**config.mk**
```make
export PLATFORM = sky130hd
export DESIGN_NAME = tccs_apb
export DESIGN_NICKNAME = d
export VERILOG_FILES = /design/src/rtl/tccs_pkg.sv /design/src/rtl/tccs_apb.sv
export SDC_FILE = /design/constraint.sdc
export NUM_CORES = 1
export LEC_CHECK = 0
export BUFFER_PORTS_ARGS = -buffer_cell sky130_fd_sc_hd__buf_4
export CELL_PAD_IN_SITES_DETAIL_PLACEMENT = 1
export CELL_PAD_IN_SITES_GLOBAL_PLACEMENT = 1
export CORE_MARGIN = 8
export CORE_UTILIZATION = 19
export DETAILED_ROUTE_END_ITERATION = 16
export PLACE_DENSITY = 0.83
export SYNTH_ARGS = -nofsm -noshare
export SYNTH_HDL_FRONTEND = slang
export SYNTH_SLANG_ARGS = --single-unit
export TNS_END_PERCENT = 50
```
**constraint.sdc**
```tcl
create_clock -name clk -period 1 [get_ports clk]
set_input_delay 0.15 -clock clk [delete_from_list [all_inputs] [get_ports clk]]
set_output_delay 0.15 -clock clk [all_outputs]
set_load 0.02 [all_outputs]
```
**src/rtl/tccs_pkg.sv**
```systemverilog
// Shared types, constants and helpers for the text console cursor/scroll engine.
`timescale 1ns / 1ps

package tccs_pkg;

    // Screen geometry
    localparam int COLUMNS   = 80;
    localparam int ROWS      = 25;
    localparam int CELLS     = ROWS * COLUMNS;
    localparam int ROW_W     = $clog2(ROWS);
    localparam int COL_W     = $clog2(COLUMNS);
    localparam int ADDR_W    = $clog2(CELLS);
    localparam int ROW_SUM_W = ROW_W + 1;

    // Word field widths
    localparam int OP_W        = 1;
    localparam int CHAR_W      = 8;
    localparam int COLOR_W     = 8;
    localparam int CELL_W      = CHAR_W + COLOR_W;
    localparam int ROW_FIELD_W = 5;
    localparam int COL_FIELD_W = 7;

    // Config port
    localparam int APB_ADDR_W = 3;
    localparam int APB_DATA_W = 32;
    localparam int REG_IDX_W  = APB_ADDR_W - 2;
    localparam logic [REG_IDX_W-1:0] REG_TEXT_COLOR = '0;

    // Operation codes
    localparam logic [OP_W-1:0] OP_PUT  = 1'b0;
    localparam logic [OP_W-1:0] OP_READ = 1'b1;

    // Character and attribute constants
    localparam logic [CHAR_W-1:0]  CH_LF       = 8'h0A;
    localparam logic [CHAR_W-1:0]  CH_CR       = 8'h0D;
    localparam logic [CHAR_W-1:0]  CH_BLANK    = 8'h20;
    localparam logic [COLOR_W-1:0] RESET_COLOR = 8'h07;
    localparam logic [CELL_W-1:0]  BLANK_CELL  = {RESET_COLOR, CH_BLANK};

    typedef struct packed {
        logic [OP_W-1:0]        op;
        logic [CHAR_W-1:0]      char_code;
        logic [ROW_FIELD_W-1:0] read_row;
        logic [COL_FIELD_W-1:0] read_col;
    } cmd_word_t;

    typedef struct packed {
        logic [COLOR_W-1:0] text_color;
    } cfg_t;

    typedef enum logic [2:0] {
        ST_CLEAR,
        ST_IDLE,
        ST_EXEC,
        ST_READ,
        ST_BLANK,
        ST_RESP
    } state_t;

    // Logical row plus ring base, folded back into 0..ROWS-1
    function automatic logic [ROW_W-1:0] row_wrap(input logic [ROW_W-1:0] a,
                                                  input logic [ROW_W-1:0] b);
        logic [ROW_SUM_W-1:0] s;
        s = {1'b0, a} + {1'b0, b};
        if (s >= ROW_SUM_W'(ROWS))
            s = s - ROW_SUM_W'(ROWS);
        return s[ROW_W-1:0];
    endfunction

    function automatic logic [ADDR_W-1:0] cell_addr(input logic [ROW_W-1:0] row,
                                                    input logic [COL_W-1:0] col);
        return ADDR_W'(row) * ADDR_W'(COLUMNS) + ADDR_W'(col);
    endfunction

endpackage

```
**src/rtl/tccs_apb.sv**
```systemverilog
// APB configuration register block (text color attribute).
`timescale 1ns / 1ps

module tccs_apb import tccs_pkg::*; (
    input  logic                  clk,
    input  logic                  rst_n,
    input  logic                  psel,
    input  logic                  penable,
    input  logic                  pwrite,
    input  logic [APB_ADDR_W-1:0] paddr,
    input  logic [APB_DATA_W-1:0] pwdata,
    output logic [APB_DATA_W-1:0] prdata,
    output logic                  pready,
    output cfg_t                  cfg
);

    logic [COLOR_W-1:0]   text_color_reg;
    logic [COLOR_W-1:0]   text_color_next;
    logic [REG_IDX_W-1:0] reg_idx;
    logic                 wr_en;

    assign reg_idx = paddr[APB_ADDR_W-1:2];
    assign pready  = 1'b1;
    assign wr_en   = psel && penable && pwrite && pready && (reg_idx == REG_TEXT_COLOR);

    always_comb
    begin
        text_color_next = text_color_reg;
        if (wr_en)
            text_color_next = pwdata[COLOR_W-1:0];
    end

    always_ff @(posedge clk or negedge rst_n)
    begin
        if (!rst_n)
            text_color_reg <= RESET_COLOR;
        else
            text_color_reg <= text_color_next;
    end

    assign prdata         = (reg_idx == REG_TEXT_COLOR) ? APB_DATA_W'(text_color_reg) : '0;
    assign cfg.text_color = text_color_reg;

endmodule

```
==> impl_metrics.py, run 1 <==
metrics = {
    "die": {
        "die_h_um": 71.4,
        "ioPinCount": 81,
        "rows": 20,
        "start_util_pct": 19.6,
        "die-area_um2": 5100,
        "core_um2": 2980,
        "die_w_um": 71.4,
    },
    "power_and_ir_drop": {
        "pwr-share-comb_pct": 51.7,
        "seq_power_share_pct": 30.9,
        "vdd_drop_max_mv": 0.749,
        "p_int_mw": 0.970,
        "power_mw": 1.52,
        "leakage_nw": 0.478,
        "power.density_nw_per_um2": 1700,
        "p_clk_share_pct": 17.4,
        "power_switching_mw": 0.546,
        "swShare_pct": 36.0,
    },
    "synthesis": {
        "ys_warn_count": 0,
        "netlist_area_um2": 583,
        "netlist.area_leader.share_pct": 32.2,
        "avgSynthCellArea_um2": 11.2,
        "yosysSeqAreaShare_pct": 35.0,
        "yosys-top-cells-area": "buf_4 (32%), dfrtp_1 (21%), mux2_2 (15%), dfstp_2 (14%), and2b_2 (12%)",
        "synth_top_cell_by_area": "buf_4",
        "yosysUniqueCellTypes": 7,
        "ys_ff_latch": 8,
        "syn_inst": 52,
    },
    "routing": {
        "drtAntennaViolNets": 0,
        "drt_iter0_drc": 12,
        "dr_wl_met2_um": 929,
        "route.detailed.drc": 0,
        "drt_first_pass_iters": 2,
        "wl_met1_um": 493,
        "post_drt_wl_per_cell_um": 13.6,
        "drt_wl_total_um": 1690,
        "via_per_inst": 3.50,
        "wl_met3_um": 250,
        "num_vias": 434,
        "top_layer": "met4",
    },
    "sta": {
        "finalCriticalPeriod_ns": 1.20,
        "fin_crit_sh_pct": 120,
        "tns_ns": -1.75,
        "setup_viol": 14,
        "final.setup.worst_slack_ns": -0.204,
        "rsz0062_at_grt": "yes",
        "maxSlewViolCount": 0,
        "clock_skew_ns": 0,
        "hold_viol": 0,
        "clock.fmax_ghz": 0.831,
    },
    "finish": {
        "largest_reg_flops": 8,
        "fill_cells": 339,
        "nets": 132,
        "final_common_cell": "conb_1",
        "layout_common_cells": "conb_1 (25), buf_4 (20), buf_6 (16)",
        "multiInputGateArea_um2": 278,
        "syn_to_final_growth_pct": 52.6,
        "layout-drive-gt1-share_pct": 64.8,
        "antenna_cells": 0,
        "seq_area_um2": 204,
    },
    "clocking": {
        "clk_latency_ns": 0.25,
        "cts_tree": "yes",
        "cts-root-buf": "clkbuf_4",
        "htreeDepth": 1,
        "clk_path_buf_depth": 2,
        "cts_buffers": 3,
        "clock_sinks": 8,
        "clkSlewWorstSetupHoldPaths_ns": 0.05,
    },
    "global_routing": {
        "grt_start_max_net_pins": 9,
        "grt_antenna_before_repair": 0,
        "gr-total-overflow": 0,
        "grt_pass1_vias": 496,
        "grt_pass1_wl_um": 2540,
        "grtUsageTotal_pct": 6.56,
    },
    "critical_path": {
        "crit_path_max_incr_delay_ns": 0.54,
        "required_ns": 0.85,
        "cp_max_fo": 3,
        "cp_slowest_cell": "dfstp_2",
        "cp-end-kind": "output pin",
        "path_cells": "and2b_2 > buf_6",
        "arrival_ns": 1.05,
        "critPathLaunchType": "flop",
        "critical_path_class": "flop to output pin",
    },
    "status": {
        "violations": "negative setup slack",
        "status": "finished, violations left",
    },
    "placement": {
        "gp_congestion": 0.632,
        "numPortBuffers": 29,
        "hpwl_um": 1380,
    },
    "flow_run": {
        "drv_cap": 0,
    },
    "min_path": {
        "hp-class": "primary input to flop",
    },
}
## power groups by stage
stage | Clock [mW] | Sequential (mW) | Combinational, mW
final | 0.263 | 0.468 | 0.784
after global routing | 0.302 | 0.479 | 0.836
after CTS | 0.283 | 0.464 | 0.732
after detailed placement | 0 | 0.476 | 0.607
after global placement | 0 | 0.469 | 0.593
after floorplan | 0 | 0.555 | 0.327
## per-stage QoR
step	hold slack (ns)	std cells	cell area (um2)	worst slack [ns]	utilization [%]
floorplan	-0.146	75	669	0.0656	-
CTS	0.109	122	856	-0.214	28.7
detailed placement	-0.0285	113	748	0.0258	25.1
finish	0.119	124	890	-0.204	29.9
global route	0.103	124	890	-0.257	29.9
global placement	-0.0306	113	748	0.0464	25.1
## layer usage
layer	GRT usage, %	vias up
li1	-	194
met1	5.41	202
met2	11.6	35
met3	5.16	3
met4	2.08	0
met5	0	-
## worst max-delay path, delay by kind of cell, from the launching register on
kind / cells / cell delay [ns]
flip-flops: 1 / 0.54
AND/OR/NAND/NOR: 1 / 0.15
buffers and inverters: 1 / 0.11
## layout make-up
class | count | share of cell area, %
repair buffers | 37 | 38.3
multi-input cells | 42 | 31.2
flip-flops and latches | 8 | 22.9
well taps | 33 | 4.64
clock buffers | 4 | 2.95
## worst paths after layout
kind | from | endpoint | slack [ns] | cells after the start
max | cfg[0]$_DFFE_PN1P_ | prdata[0] | -0.20 | 2
min | pwdata[6] | cfg[6]$_DFFE_PN0P_ | 0.12 | 2
max reg2reg | cfg[5]$_DFFE_PN0P_ | cfg[5]$_DFFE_PN0P_ | 0.10 | 2
min reg2reg | cfg[7]$_DFFE_PN0P_ | cfg[7]$_DFFE_PN0P_ | 0.53 | 1
max in group asynchronous | rst_n | cfg[2]$_DFFE_PN1P_ | 0.54 | 2
min in group asynchronous | rst_n | cfg[3]$_DFFE_PN0P_ | 0.24 | 2
## cells by family (layout without fill, tap and decap cells)
group         count (synthesis)  in the layout  synth area share [%]
simple gates                  9              9                  16.1
flops                         8              8                  35.0
other cells                   2             25                  1.29
mux                           8              8                  15.5
buf+inv                      25             41                  32.2
## cell usage after synthesis
| cell type | number |
|---|---|
| mux2_2 | 8 |
| dfstp_2 | 3 |
| nand4b_4 | 1 |
| dfrtp_1 | 5 |
| conb_1 | 2 |
| buf_4 | 25 |
| and2b_2 | 8 |
## timing repair
item                       4_1_cts  5_1_grt
hold buffers                     1        0
hold endpoints to repair         8        0
setup buffers                    4        2
setup endpoints to repair       12       15
pin swaps                        0        0
resized for setup               11        5
No activity file was read; power rests on OpenSTA's default activity.
==> run 2, diff against run 1 <==
--- a/config.mk
+++ b/config.mk
@@ -8,6 +8,7 @@
 export BUFFER_PORTS_ARGS = -buffer_cell sky130_fd_sc_hd__buf_4
 export CELL_PAD_IN_SITES_DETAIL_PLACEMENT = 1
 export CELL_PAD_IN_SITES_GLOBAL_PLACEMENT = 1
+export CORE_ASPECT_RATIO = 1.2
 export CORE_MARGIN = 8
 export CORE_UTILIZATION = 19
 export DETAILED_ROUTE_END_ITERATION = 16
==> run 2 against run 1 <==
Compared with the run above: the run still ends with negative setup slack left; total power is 1.4% lower; critical path depth stayed put; largest power group unchanged; final cell count is 0.81% higher.
==> impl_metrics.py, run 2 (synthesized netlist as in run 1, its figures left out) <==
metrics = {
    "clocking": {
        "htreeDepth": 1,
        "clkSlewWorstSetupHoldPaths_ns": 0.07,
        "cts-root-buf": "clkbuf_4",
        "clk_latency_ns": 0.25,
        "clock_sinks": 8,
        "cts_tree": "yes",
        "cts_buffers": 3,
        "clk_path_buf_depth": 2,
    },
    "die": {
        "core_um2": 3000,
        "die_h_um": 76.7,
        "rows": 22,
        "start_util_pct": 19.4,
        "die_w_um": 66.6,
        "die-area_um2": 5100,
        "ioPinCount": 81,
    },
    "finish": {
        "antenna_cells": 0,
        "nets": 130,
        "finalInstanceArea_um2": 875,
        "fin_util_pct": 29.1,
        "layout_common_cells": "conb_1 (25), buf_4 (19), buf_6 (15)",
        "syn_to_final_growth_pct": 50.0,
        "layout-drive-gt1-share_pct": 64.0,
        "largest_reg_flops": 8,
        "fill_cells": 354,
        "multiInputGateArea_um2": 278,
        "final_common_cell": "conb_1",
        "seq_area_um2": 204,
        "final_cells": 125,
    },
    "routing": {
        "post_drt_wl_per_cell_um": 14.0,
        "via_per_inst": 3.40,
        "num_vias": 425,
        "drtAntennaViolNets": 0,
        "drt_iter0_drc": 0,
        "route.detailed.drc": 0,
        "drt_first_pass_iters": 1,
        "drt_wl_total_um": 1740,
    },
    "critical_path": {
        "cp-end-kind": "output pin",
        "r2r_setup_slack_ns": 0.11,
        "arrival_ns": 1.06,
        "reg2reg_from": "cfg[5]$_DFFE_PN0P_",
        "critPathLaunchType": "flop",
        "required_ns": 0.85,
        "worstReg2RegEnd": "cfg[5]$_DFFE_PN0P_",
        "cp_max_fo": 3,
        "critical_path_class": "flop to output pin",
        "reg2regPathDepth": 2,
    },
    "sta": {
        "hold_viol": 0,
        "maxSlewViolCount": 0,
        "setup_viol": 14,
        "finalCriticalPeriod_ns": 1.21,
        "clock_skew_ns": 0,
        "fin_crit_sh_pct": 121,
        "holdWs_ns": 0.119,
        "tns_ns": -1.67,
        "rsz0062_at_grt": "yes",
        "clock.fmax_ghz": 0.824,
        "final.setup.worst_slack_ns": -0.213,
    },
    "global_routing": {
        "grtUsageMet2_pct": 11.4,
        "grtUsageTotal_pct": 6.55,
        "grt_antenna_before_repair": 0,
        "met3_usage_pct": 3.63,
        "top_usage_layer": "met2",
        "grt_start_max_net_pins": 9,
        "grt_pass1_vias": 514,
        "grtUsageMet1_pct": 6.03,
        "grt_pass1_wl_um": 2620,
        "gr-total-overflow": 0,
    },
    "status": {
        "violations": "negative setup slack",
        "status": "finished, violations left",
    },
    "power_and_ir_drop": {
        "leakage_nw": 0.467,
        "vdd_drop_max_mv": 0.781,
        "p_clk_share_pct": 18.6,
        "swShare_pct": 36.9,
        "seq_power_share_pct": 31.2,
        "power_mw": 1.49,
        "power.density_nw_per_um2": 1710,
        "power_switching_mw": 0.551,
        "p_int_mw": 0.943,
        "pwr-share-comb_pct": 50.2,
    },
    "placement": {
        "placed_area_um2": 752,
        "dp.cells": 116,
        "dp_slack_ns": 0.00736,
        "gp_congestion": 0.729,
        "hpwl_um": 1440,
        "numPortBuffers": 29,
    },
    "min_path": {
        "hold_end": "cfg[6]$_DFFE_PN0P_",
        "min_from": "pwdata[6]",
        "holdPathStages": 2,
        "hp-class": "primary input to flop",
    },
    "flow_run": {
        "drv_cap": 0,
    },
}
run 2: layout make-up:
cell class                      instances  area share [%]
Sequential cell                         8            23.3
Clock buffer                            4            3.00
Timing Repair Buffer                   35            36.8
Tap cell                               36            5.15
Multi-Input combinational cell         42            31.8
run 2: worst max-delay path: stages (launching register included):
cell     delay (ns)
dfstp_2        0.55
and2b_2        0.15
buf_6          0.11
run 2: worst max-delay path by stage:
stage                             startpoint                  to  slack (ns)  depth (start not counted)
after floorplan           cfg[0]$_DFFE_PN1P_           prdata[0]        0.07                          1
after global placement              paddr[2]  cfg[6]$_DFFE_PN0P_        0.05                          3
after detailed placement            paddr[2]  cfg[3]$_DFFE_PN0P_       0.007                          3
after CTS                 cfg[2]$_DFFE_PN1P_           prdata[2]       -0.22                          2
after global routing      cfg[2]$_DFFE_PN1P_           prdata[2]       -0.24                          2
final                     cfg[2]$_DFFE_PN1P_           prdata[2]       -0.21                          2
run 2: power by group through the flow:
stage | Sequential, mW | Combinational, mW | Clock, mW
6_report | 0.467 | 0.750 | 0.277
5_1_grt | 0.477 | 0.796 | 0.305
4_1_cts | 0.461 | 0.741 | 0.291
3_5_place_dp | 0.480 | 0.607 | 0
3_3_place_gp | 0.468 | 0.593 | 0
2_1_floorplan | 0.555 | 0.327 | 0
run 2: metal layers:
| metal | vias up | share of wire, % |
|---|---|---|
| met5 | - | 0 |
| met4 | 0 | 0.80 |
| met3 | 4 | 15 |
| met2 | 39 | 50 |
| met1 | 192 | 35 |
| li1 | 190 | - |
run 2: repair_timing:
action,in CTS,in global routing
hold buffers,1,0
endpoints found under the hold margin,8,0
buffers inserted,4,0
gates resized for setup,12,3
setup endpoints to repair,12,14
